===== src/sv/jsu_pkg.sv =====
// Shared types and constants for the JSON string unescape unit.
// Result kinds, error codes, character codes and the result record.
// No dependencies.
package jsu_pkg;

  typedef enum logic [1:0] {
    KIND_BYTE  = 2'd0,
    KIND_END   = 2'd1,
    KIND_ERROR = 2'd2
  } kind_e;

  typedef enum logic [2:0] {
    ERR_NONE    = 3'd0,
    ERR_CONTROL = 3'd1,
    ERR_ESCAPE  = 3'd2,
    ERR_HEX     = 3'd3,
    ERR_EOD     = 3'd4
  } err_e;

  typedef struct packed {
    logic [7:0] data;
    kind_e      kind;
    err_e       err;
  } rslt_t;

  localparam int unsigned MaxResults = 3;

  localparam logic [7:0] CtrlMax      = 8'h1F;
  localparam logic [7:0] ChBackslash  = 8'h5C;
  localparam logic [7:0] ChSlash      = 8'h2F;
  localparam logic [7:0] ChQuote      = 8'h22;
  localparam logic [7:0] ChB          = 8'h62;
  localparam logic [7:0] ChF          = 8'h66;
  localparam logic [7:0] ChN          = 8'h6E;
  localparam logic [7:0] ChR          = 8'h72;
  localparam logic [7:0] ChT          = 8'h74;
  localparam logic [7:0] ChU          = 8'h75;
  localparam logic [7:0] Backspace    = 8'h08;
  localparam logic [7:0] FormFeed     = 8'h0C;
  localparam logic [7:0] LineFeed     = 8'h0A;
  localparam logic [7:0] CarriageRet  = 8'h0D;
  localparam logic [7:0] Tab          = 8'h09;

  localparam logic [7:0] Utf8Lead2    = 8'hC0;
  localparam logic [7:0] Utf8Lead3    = 8'hE0;
  localparam logic [7:0] Utf8Cont     = 8'h80;

endpackage


===== src/sv/jsu_if.sv =====
// Valid/ready channel interfaces of the JSON string unescape unit.
// Depends on nothing; payload widths are fixed by the byte stream.
interface jsu_in_if;
  logic       valid;
  logic       ready;
  logic [7:0] in_byte;
  logic       end_of_data;

  modport source (output valid, in_byte, end_of_data, input ready);
  modport sink   (input valid, in_byte, end_of_data, output ready);
endinterface

interface jsu_out_if;
  logic       valid;
  logic       ready;
  logic [7:0] out_byte;
  logic [1:0] kind;
  logic [2:0] error_code;
  logic       last;

  modport source (output valid, out_byte, kind, error_code, last, input ready);
  modport sink   (input valid, out_byte, kind, error_code, last, output ready);
endinterface


===== src/sv/json_string_unescape_unit.sv =====
// JSON string body unescaper: input register, decode logic, result buffer.
// Depends on jsu_pkg and the channel interfaces in jsu_if.sv.
//
// Usage: feed the bytes of a string body, starting after the opening
// quote, one byte per transfer on in_i. Set end_of_data to flag the end of
// the data instead of a byte. Each input byte yields zero to three results
// on out_o: decoded bytes, an end marker at the closing quote, or an error.
// The last flag marks the final result caused by one input byte.
//
// A result passes through the input register, then the result buffer,
// before it leaves on out_o. Throughput is one byte per cycle while the
// receiver takes results; a \uXXXX escape that encodes to two or three
// UTF-8 bytes holds the input register while the result buffer drains,
// one result per cycle.
//
// The input register keeps taking one byte while the result buffer waits
// on a stalled receiver; after that in_i.ready drops until results go out.
// Reset empties both stages and puts the decoder in normal text mode.
module json_string_unescape_unit (
  input logic clk_i,
  input logic rst_ni,
  jsu_in_if.sink    in_i,
  jsu_out_if.source out_o
);
  import jsu_pkg::*;

  typedef enum logic [2:0] {
    MODE_NORMAL = 3'd0,
    MODE_ESCAPE = 3'd1,
    MODE_HEX1   = 3'd2,
    MODE_HEX2   = 3'd3,
    MODE_HEX3   = 3'd4,
    MODE_HEX4   = 3'd5
  } mode_e;

  function automatic rslt_t mk_res(logic [7:0] data, kind_e kind, err_e err);
    rslt_t r;
    r.data = data;
    r.kind = kind;
    r.err  = err;
    return r;
  endfunction

  // input register
  logic       a_valid_q;
  logic [7:0] a_byte_q;
  logic       a_eod_q;

  // decoder state
  mode_e       mode_q, mode_d;
  logic [11:0] acc_q, acc_d;

  // result buffer, entry 0 is presented
  rslt_t      buf_q [MaxResults];
  logic [1:0] cnt_q;

  rslt_t      res [MaxResults];
  logic [1:0] nres;
  logic       hex_ok;
  logic [3:0] hex_val;
  logic [15:0] cp;
  logic       buf_free, a_moves, pop;

  assign pop      = (cnt_q != 2'd0) && out_o.ready;
  assign buf_free = (cnt_q == 2'd0) || ((cnt_q == 2'd1) && out_o.ready);
  assign a_moves  = a_valid_q && ((nres == 2'd0) || buf_free);
  assign in_i.ready = !a_valid_q || a_moves;

  always_comb begin
    hex_ok  = 1'b1;
    hex_val = a_byte_q[3:0];
    if (a_byte_q >= 8'h30 && a_byte_q <= 8'h39) begin
      hex_val = a_byte_q[3:0];
    end else if ((a_byte_q >= 8'h61 && a_byte_q <= 8'h66) ||
                 (a_byte_q >= 8'h41 && a_byte_q <= 8'h46)) begin
      hex_val = a_byte_q[3:0] + 4'd9;
    end else begin
      hex_ok = 1'b0;
    end
  end

  assign cp = {acc_q, hex_val};

  always_comb begin
    mode_d = mode_q;
    acc_d  = acc_q;
    nres   = 2'd0;
    for (int i = 0; i < MaxResults; i++) begin
      res[i] = mk_res(8'h00, KIND_BYTE, ERR_NONE);
    end
    if (a_eod_q) begin
      mode_d = MODE_NORMAL;
      acc_d  = '0;
      nres   = 2'd1;
      res[0] = mk_res(8'h00, KIND_ERROR, ERR_EOD);
    end else begin
      case (mode_q)
        MODE_ESCAPE: begin
          mode_d = MODE_NORMAL;
          nres   = 2'd1;
          case (a_byte_q)
            ChBackslash: res[0] = mk_res(ChBackslash, KIND_BYTE, ERR_NONE);
            ChSlash:     res[0] = mk_res(ChSlash, KIND_BYTE, ERR_NONE);
            ChQuote:     res[0] = mk_res(ChQuote, KIND_BYTE, ERR_NONE);
            ChB:         res[0] = mk_res(Backspace, KIND_BYTE, ERR_NONE);
            ChF:         res[0] = mk_res(FormFeed, KIND_BYTE, ERR_NONE);
            ChN:         res[0] = mk_res(LineFeed, KIND_BYTE, ERR_NONE);
            ChR:         res[0] = mk_res(CarriageRet, KIND_BYTE, ERR_NONE);
            ChT:         res[0] = mk_res(Tab, KIND_BYTE, ERR_NONE);
            ChU: begin
              mode_d = MODE_HEX1;
              acc_d  = '0;
              nres   = 2'd0;
            end
            default: begin
              acc_d  = '0;
              res[0] = mk_res(8'h00, KIND_ERROR, ERR_ESCAPE);
            end
          endcase
        end
        MODE_HEX1, MODE_HEX2, MODE_HEX3, MODE_HEX4: begin
          if (!hex_ok) begin
            mode_d = MODE_NORMAL;
            acc_d  = '0;
            nres   = 2'd1;
            res[0] = mk_res(8'h00, KIND_ERROR, ERR_HEX);
          end else if (mode_q != MODE_HEX4) begin
            acc_d = {acc_q[7:0], hex_val};
            case (mode_q)
              MODE_HEX1: mode_d = MODE_HEX2;
              MODE_HEX2: mode_d = MODE_HEX3;
              default:   mode_d = MODE_HEX4;
            endcase
          end else begin
            mode_d = MODE_NORMAL;
            acc_d  = '0;
            // encode the code point as UTF-8
            if (cp <= 16'h007F) begin
              nres   = 2'd1;
              res[0] = mk_res(cp[7:0], KIND_BYTE, ERR_NONE);
            end else if (cp <= 16'h07FF) begin
              nres   = 2'd2;
              res[0] = mk_res(Utf8Lead2 | {3'b000, cp[10:6]}, KIND_BYTE, ERR_NONE);
              res[1] = mk_res(Utf8Cont | {2'b00, cp[5:0]}, KIND_BYTE, ERR_NONE);
            end else begin
              nres   = 2'd3;
              res[0] = mk_res(Utf8Lead3 | {4'b0000, cp[15:12]}, KIND_BYTE, ERR_NONE);
              res[1] = mk_res(Utf8Cont | {2'b00, cp[11:6]}, KIND_BYTE, ERR_NONE);
              res[2] = mk_res(Utf8Cont | {2'b00, cp[5:0]}, KIND_BYTE, ERR_NONE);
            end
          end
        end
        default: begin
          mode_d = MODE_NORMAL;
          nres   = 2'd1;
          if (a_byte_q <= CtrlMax) begin
            acc_d  = '0;
            res[0] = mk_res(8'h00, KIND_ERROR, ERR_CONTROL);
          end else if (a_byte_q == ChBackslash) begin
            mode_d = MODE_ESCAPE;
            nres   = 2'd0;
          end else if (a_byte_q == ChQuote) begin
            acc_d  = '0;
            res[0] = mk_res(8'h00, KIND_END, ERR_NONE);
          end else begin
            res[0] = mk_res(a_byte_q, KIND_BYTE, ERR_NONE);
          end
        end
      endcase
    end
  end

  always_ff @(posedge clk_i or negedge rst_ni) begin
    if (!rst_ni) begin
      a_valid_q <= 1'b0;
      mode_q    <= MODE_NORMAL;
      acc_q     <= '0;
      cnt_q     <= 2'd0;
    end else begin
      if (in_i.ready) begin
        a_valid_q <= in_i.valid;
      end
      if (a_moves) begin
        mode_q <= mode_d;
        acc_q  <= acc_d;
      end
      if (a_moves && (nres != 2'd0)) begin
        cnt_q <= nres;
      end else if (pop) begin
        cnt_q <= cnt_q - 2'd1;
      end
    end
  end

  // payload registers
  always_ff @(posedge clk_i) begin
    if (in_i.ready && in_i.valid) begin
      a_byte_q <= in_i.in_byte;
      a_eod_q  <= in_i.end_of_data;
    end
    if (a_moves && (nres != 2'd0)) begin
      buf_q <= res;
    end else if (pop) begin
      // advance the buffer by one entry
      for (int i = 0; i < MaxResults - 1; i++) begin
        buf_q[i] <= buf_q[i+1];
      end
    end
  end

  assign out_o.valid      = (cnt_q != 2'd0);
  assign out_o.out_byte   = buf_q[0].data;
  assign out_o.kind       = buf_q[0].kind;
  assign out_o.error_code = buf_q[0].err;
  assign out_o.last       = (cnt_q == 2'd1);

endmodule


===== src/flat_wrapper.sv =====
// flat-port wrapper written by rule: the top's interface ports become plain ports
module json_string_unescape_unit_flat import jsu_pkg::*;
  (clk_i, rst_ni, in_i_valid, in_i_in_byte, in_i_end_of_data, in_i_ready, out_o_valid, out_o_out_byte, out_o_kind, out_o_error_code, out_o_last, out_o_ready);
  jsu_in_if in_i_i ();
  jsu_out_if out_o_i ();
  input logic clk_i;
  input logic rst_ni;
  input wire logic [$bits(in_i_i.valid)-1:0] in_i_valid;
  input wire logic [$bits(in_i_i.in_byte)-1:0] in_i_in_byte;
  input wire logic [$bits(in_i_i.end_of_data)-1:0] in_i_end_of_data;
  output wire logic [$bits(in_i_i.ready)-1:0] in_i_ready;
  output wire logic [$bits(out_o_i.valid)-1:0] out_o_valid;
  output wire logic [$bits(out_o_i.out_byte)-1:0] out_o_out_byte;
  output wire logic [$bits(out_o_i.kind)-1:0] out_o_kind;
  output wire logic [$bits(out_o_i.error_code)-1:0] out_o_error_code;
  output wire logic [$bits(out_o_i.last)-1:0] out_o_last;
  input wire logic [$bits(out_o_i.ready)-1:0] out_o_ready;
  assign in_i_i.valid = in_i_valid;
  assign in_i_i.in_byte = in_i_in_byte;
  assign in_i_i.end_of_data = in_i_end_of_data;
  assign in_i_ready = in_i_i.ready;
  assign out_o_valid = out_o_i.valid;
  assign out_o_out_byte = out_o_i.out_byte;
  assign out_o_kind = out_o_i.kind;
  assign out_o_error_code = out_o_i.error_code;
  assign out_o_last = out_o_i.last;
  assign out_o_i.ready = out_o_ready;
  json_string_unescape_unit u_core (.clk_i(clk_i), .rst_ni(rst_ni), .in_i(in_i_i), .out_o(out_o_i));
endmodule

===== config.mk =====
export PLATFORM = sky130hd
export DESIGN_NAME = json_string_unescape_unit_flat
export DESIGN_NICKNAME = d
export VERILOG_FILES = /design/src/sv/jsu_pkg.sv /design/src/sv/jsu_if.sv /design/src/sv/json_string_unescape_unit.sv /design/src/flat_wrapper.sv
export SDC_FILE = /design/constraint.sdc
export NUM_CORES = 1
export LEC_CHECK = 0
export BUFFER_PORTS_ARGS = -buffer_cell sky130_fd_sc_hd__buf_4
export CORE_ASPECT_RATIO = 0.75
export CORE_MARGIN = 10
export CORE_UTILIZATION = 60
export CTS_CLUSTER_SIZE = 8
export DETAILED_ROUTE_END_ITERATION = 12
export PLACE_DENSITY = 0.8
export SYNTH_ARGS = -nofsm -noshare
export SYNTH_HDL_FRONTEND = slang
export SYNTH_SLANG_ARGS = --single-unit

===== constraint.sdc =====
create_clock -name clk_i -period 3.61 [get_ports clk_i]
set_input_delay 0.722 -clock clk_i [delete_from_list [all_inputs] [get_ports clk_i]]
set_output_delay 0.722 -clock clk_i [all_outputs]
set_load 0.02 [all_outputs]

==> results_dict.tcl, run 1 <==
set metrics [dict create \
    max-cap-violations 0 \
    clk_pin_slew_ps 100 \
    place_area_um2 3510 \
    gp_congestion 1.02 \
    antenna_found_initial 0 \
    max_stage_delay_ps 450 \
    grt_overflow 0 \
    routed_wl_um 8220 \
    dr.pass1.iters 5 \
    grt_pass1_wl_um 13600 \
    final-hold-violation-count 0 \
    vias 2832 \
    start_util_pct 62.0 \
    min_period_ps 3490 \
    drv_slew 0 \
    holdWs_ps 260 \
    wl_per_cell_um 18.2 \
    fillers 429 \
    layout.cells.non_filler 453 \
    yosysSeqAreaShare_pct 46.2 \
    num_rows 23 \
    final_antenna_net_count 0 \
    final_common_cell "nand2_1" \
    drtIter0Drc 405 \
    crit_slowest_cell "edfxtp_1" \
    fin_ws_ps 116 \
    boundaryPins 29 \
    crit_arrival_ps 2770 \
    crit_path_end_kind "output pin" \
    power_density_nw_per_um2 602 \
    async_flop_share_pct 33.3 \
    syn-instance-count 351 \
    setup_viol 0 \
    cts-root-buf "clkbuf_8" \
    multiInputGateArea_um2 1570 \
    yosysTopAreaCellShare_pct 32.6 \
    cts_buffer_depth 2 \
    dieArea_um2 8940 \
    syn-num-nets 371 \
    area_growth_pct 10.9 \
    place_inst 436 \
    leakage_nw 1.46 \
    final_layout_size_suffix_gt1_share_pct 20.1 \
    grt_usage_pct 18.1 \
    syn-cell-area_um2 3320 \
    final_area_um2 3680 \
    vias_per_cell 6.25 \
    portBuffers 28 \
    vdd_drop_max_mv 0.409 \
    critPathRequiredTime_ps 2890 \
    layout_common_cells "65 x nand2_1, 45 x buf_4, 36 x edfxtp_1" \
    synth_cell_types 69 \
    synth_largest_area_cell "edfxtp_1" \
    seq_area_um2 1530 \
    worst_clock_skew_ps 14.0 \
    synth_edf_count 36 \
    drc 0 \
    die_w_um 106 \
    cts_buffers 5 \
    critical_path_class "register to output pin" \
    crit_buf_inv 3 \
    path_delay_family "compound AO/OA/AOI/OAI gates" \
    ys_seq_elements 54 \
    cpMostUsedCell "buf_4" \
    die_h_um 84.4 \
    finalPower_mw 2.22 \
    antenna_cells 0 \
    num-nets-final 397 \
    crit_path_start_kind "register" \
    clk_latency_ps 320 \
    critPathMaxFanout 6 \
    worstHoldPathType "input pin to asynchronous set/reset pin" \
    grt_pass1_vias 2623 \
    dp_hpwl_um 6110 \
    pre_cts_ws_ps 348 \
    hold_buffers 0 \
    cts.sinks 54 \
    period_share_pct 96.8 \
    grt_max_degree 25 \
    slew_headroom_pct 39.8 \
    ys_warn_count 0 \
    ys_top_cells_by_area "edfxtp_1 33%, dfrtp_1 14%, nand2_1 7.4%, o21ai_0 3.5%, buf_4 3.4%" \
    cts_tree "built" \
    core_um2 5350 \
    htreeDepth 2 \
    cp_cell_sequence "buf_4 -> ha_1 -> nor2b_1 -> o31a_2 -> a211o_1 -> nand2_2 -> or3_1 -> and3_4 -> inv_1 -> buf_4" \
    status "finished clean" \
    synthFlopType "edfxtp_1" \
    max_freq_mhz 286 \
    fin_setup_tns_ps 0 \
    final_core_util_pct 68.7 \
    syn_area_per_cell_um2 9.45 \
    worst_pin_slew_ps 895 \
]
final cells by class:
| cell class | instances | share of cell area (%) |
|---|---|---|
| multi-input cells | 258 | 42.8 |
| inverters | 13 | 1.33 |
| clock buffers | 5 | 1.87 |
| repair buffers | 45 | 9.18 |
| flip-flops and latches | 54 | 41.7 |
| well taps | 75 | 2.55 |
| clock inverters | 3 | 0.646 |
state kept, by name, summed over array words and instances (netlist names):
register,flops
u_core.acc_q,12
u_core.a_eod_q,1
u_core.buf_q,14
u_core.out_o.kind,2
u_core.out_o.out_byte,8
u_core.out_o.error_code,3
u_core.cnt_q,2
u_core.a_valid_q,1
u_core.a_byte_q,8
u_core.mode_q,3
power by group:
| part | internal (mW) | leakage, nW | switching, mW |
|---|---|---|---|
| sequential | 0.902 | 0.605 | 0.0940 |
| clock | 0.139 | 0.0408 | 0.211 |
| combinational | 0.330 | 0.814 | 0.540 |
cell families (layout without fill, tap and decap cells):
family | after synthesis | in the layout | share of synthesized area, %
and+or+nand+nor | 157 | 157 | 24.3
AOI/OAI and AO/OA | 89 | 89 | 18.8
DFF | 54 | 54 | 46.2
buffers and inverters | 39 | 66 | 6.75
adders and majority gates | 7 | 7 | 2.64
xor gates and xnor gates | 3 | 3 | 0.792
muxes | 2 | 2 | 0.603
per-layer routing:
metal	GRT usage (%)	routed length [um]
met5	0	0
met4	3.68	102
met1	26.7	3790
met2	26.7	3520
met3	3.82	819
repair_timing:
action	4_1_cts	5_1_grt
pin swaps	0	1
hold endpoints to repair	0	0
resized for setup	1	4
buffers inserted	0	9
setup endpoints to repair	1	1
cell usage after synthesis, drive strengths merged (4+ instances only):
library cell / n
buf: 22
edfxtp: 36
ha: 7
and2: 5
a21oi: 22
nand3: 9
clkbuf: 4
nand2: 66
nor2: 27
o31ai: 11
inv: 13
nor3: 5
and3: 5
or3: 5
o21ai: 24
nor2b: 6
dfrtp: 18
a31oi: 5
nor4: 5
worst paths after layout:
path | slack, ps | to | depth (start not counted) | start
setup / recovery | 120 | in_i_ready | 10 | u_core.a_byte_q[1]
hold / removal | 260 | u_core.acc_q[1] | 1 | rst_ni
setup reg to reg | 480 | u_core.out_o.out_byte[2] | 9 | u_core.a_byte_q[1]
hold reg to reg | 530 | u_core.buf_q[19] | 2 | u_core.buf_q[6]
max in group asynchronous | 3140 | u_core.mode_q[2] | 1 | rst_ni
min in group clk_i | 530 | u_core.buf_q[19] | 2 | u_core.buf_q[6]
(Power assumes the default switching activity.)
==> run 2, diff against run 1 <==
--- a/config.mk
+++ b/config.mk
@@ -7,7 +7,7 @@
 export LEC_CHECK = 0
 export BUFFER_PORTS_ARGS = -buffer_cell sky130_fd_sc_hd__buf_4
 export CORE_ASPECT_RATIO = 0.75
-export CORE_MARGIN = 10
+export CORE_MARGIN = 1
 export CORE_UTILIZATION = 60
 export CTS_CLUSTER_SIZE = 8
 export DETAILED_ROUTE_END_ITERATION = 12
==> run 2 against run 1 <==
Sequential cell count did not move. Utilization increased by 0.089 points. First-iteration DRC count is 13% higher. Critical path depth down 1. Sequential share of layout area grew 0.17 points. Non-clock buffer count decreased by 4. Design area down 0.41%. Sequential power fell by 0.5%.
==> results_dict.tcl, run 2 (synthesis results as in run 1) <==
set metrics [dict create \
    grt_pass1_vias 2352 \
    die_h_um 66.4 \
    drtIter0Drc 459 \
    portBuffers 28 \
    cp_cell_sequence "inv_1 -> ha_1 -> nand4bb_1 -> or3_1 -> nor2_2 -> or3_1 -> and3_4 -> inv_1 -> buf_4" \
    crit_path_end_kind "output pin" \
    final_layout_size_suffix_gt1_share_pct 18.7 \
    fin_ws_ps 140 \
    power_density_nw_per_um2 616 \
    grt_usage_pct 28.5 \
    r2r_slack_ps 690 \
    grt_overflow 0 \
    area_growth_pct 10.4 \
    holdWs_ps 257 \
    dp_hpwl_um 5920 \
    worst_pin_slew_ps 913 \
    routed_wl_um 7800 \
    grt_pass1_wl_um 12300 \
    regMostFlops "u_core.buf_q" \
    die_w_um 87.9 \
    wl_per_cell_um 17.4 \
    biggestRegsByFlops "u_core.buf_q: 14 flops, u_core.acc_q: 12 flops" \
    fin_setup_tns_ps 0 \
    drv_slew 0 \
    timing.rr.end "u_core.out_o.out_byte[0]" \
    num_rows 23 \
    dr.pass1.iters 5 \
    crit_arrival_ps 2750 \
    pre_cts_ws_ps 366 \
    critical_path_class "register to output pin" \
    crit_slowest_cell "dfrtp_2" \
    vdd_drop_max_mv 0.325 \
    cts.sinks 54 \
    clk_pin_slew_ps 100 \
    largest_reg_flops 14 \
    worst_clock_skew_ps 8.07 \
    clk_latency_ps 310 \
    reg2reg_from "u_core.a_byte_q[1]" \
    dieArea_um2 5840 \
    num-nets-final 393 \
    max_freq_mhz 288 \
    gp_congestion 0.986 \
    vias 2777 \
    crit_path_start_kind "register" \
    htreeDepth 2 \
    fillers 435 \
    antenna_cells 0 \
    cts_buffers 5 \
    start_util_pct 62.3 \
    slew_headroom_pct 38.5 \
    cts_buffer_depth 2 \
    final-hold-violation-count 0 \
    leakage_nw 1.46 \
    setup_viol 0 \
    final_antenna_net_count 0 \
    worstHoldPathType "input pin to asynchronous set/reset pin" \
    rsz0062_at_grt "false" \
    boundaryPins 29 \
    max_stage_delay_ps 470 \
    finalPower_mw 2.26 \
    cts_tree "built" \
    period_share_pct 96.1 \
    final_common_cell "nand2_1" \
    layout_common_cells "65 x nand2_1, 41 x buf_4, 36 x edfxtp_1" \
    antenna_found_initial 0 \
    critPathRequiredTime_ps 2890 \
    vias_per_cell 6.18 \
    hold_buffers 0 \
    r2r_cells 9 \
    min_period_ps 3470 \
    status "finished clean" \
    cts-root-buf "clkbuf_8" \
    critPathMaxFanout 8 \
    max-cap-violations 0 \
    core_um2 5320 \
    drc 0 \
    grt_max_degree 25 \
]
==> run 2: changes by cell type in the layout (fill, tap and decap cells not counted), sizes merged <==
cell,change
buf,-4
clkinvlp,-1
bufinv,+1
==> run 2: per-layer routing <==
layer  vias up  track usage (%)  part of all wire [%]
li1       1319                -                     -
met1      1279             44.8                    48
met2       162             39.7                    41
met3        17             4.37                   9.1
met4         0             8.20                   1.6
met5         -                0                     0
==> run 2: report_power, final <==
part	switching [mW]	leakage [nW]	internal (mW)	total, mW
logic	0.538	0.796	0.318	0.856
clock network	0.204	0.0547	0.208	0.412
registers	0.0883	0.605	0.902	0.991
total	0.830	1.46	1.43	2.26
==> run 2: repair_timing <==
item / in CTS / in global routing
pin swaps: 0 / 1
resized for setup: 1 / 2
endpoints found under the hold margin: 0 / 0
setup endpoints to repair: 1 / 1
setup buffers: 0 / 3
==> run 2: worst max-delay path, delay by kind of cell (launching register included) <==
family	cells	cell delay, ps
simple gates	5	1340
buf+inv	3	290
flops	1	470
fa+ha+maj	1	350
==> run 2: through the flow <==
stage / util, % / cells / instance area [um^2]
6_report: 68.8 / 449 / 3660
5_1_grt: 68.8 / 449 / 3660
4_1_cts: 68.3 / 446 / 3640
3_5_place_dp: 66.2 / 438 / 3520
3_3_place_gp: 66.2 / 438 / 3520
2_1_floorplan: - / 351 / 3320
==> run 2: layout make-up <==
type	count	area, um^2	area share, %
Inverter	13	48.8	1.33
Tap cell	75	93.8	2.56
Timing Repair Buffer	41	308	8.40
Clock buffer	5	68.8	1.88
Multi-Input combinational cell	258	1570	42.8
Clock inverter	3	43.8	1.20
Sequential cell	54	1530	41.8
==> run 2: worst max path at each step <==
stage	from	end	slack [ps]	cells past startpoint
floorplan	u_core.a_byte_q[0]	in_i_ready	540	9
global placement	u_core.a_byte_q[0]	in_i_ready	480	10
detailed placement	u_core.mode_q[2]	in_i_ready	370	9
CTS	u_core.a_byte_q[1]	in_i_ready	40	10
global route	u_core.a_byte_q[1]	in_i_ready	0.2	10
finish	u_core.mode_q[2]	in_i_ready	140	9
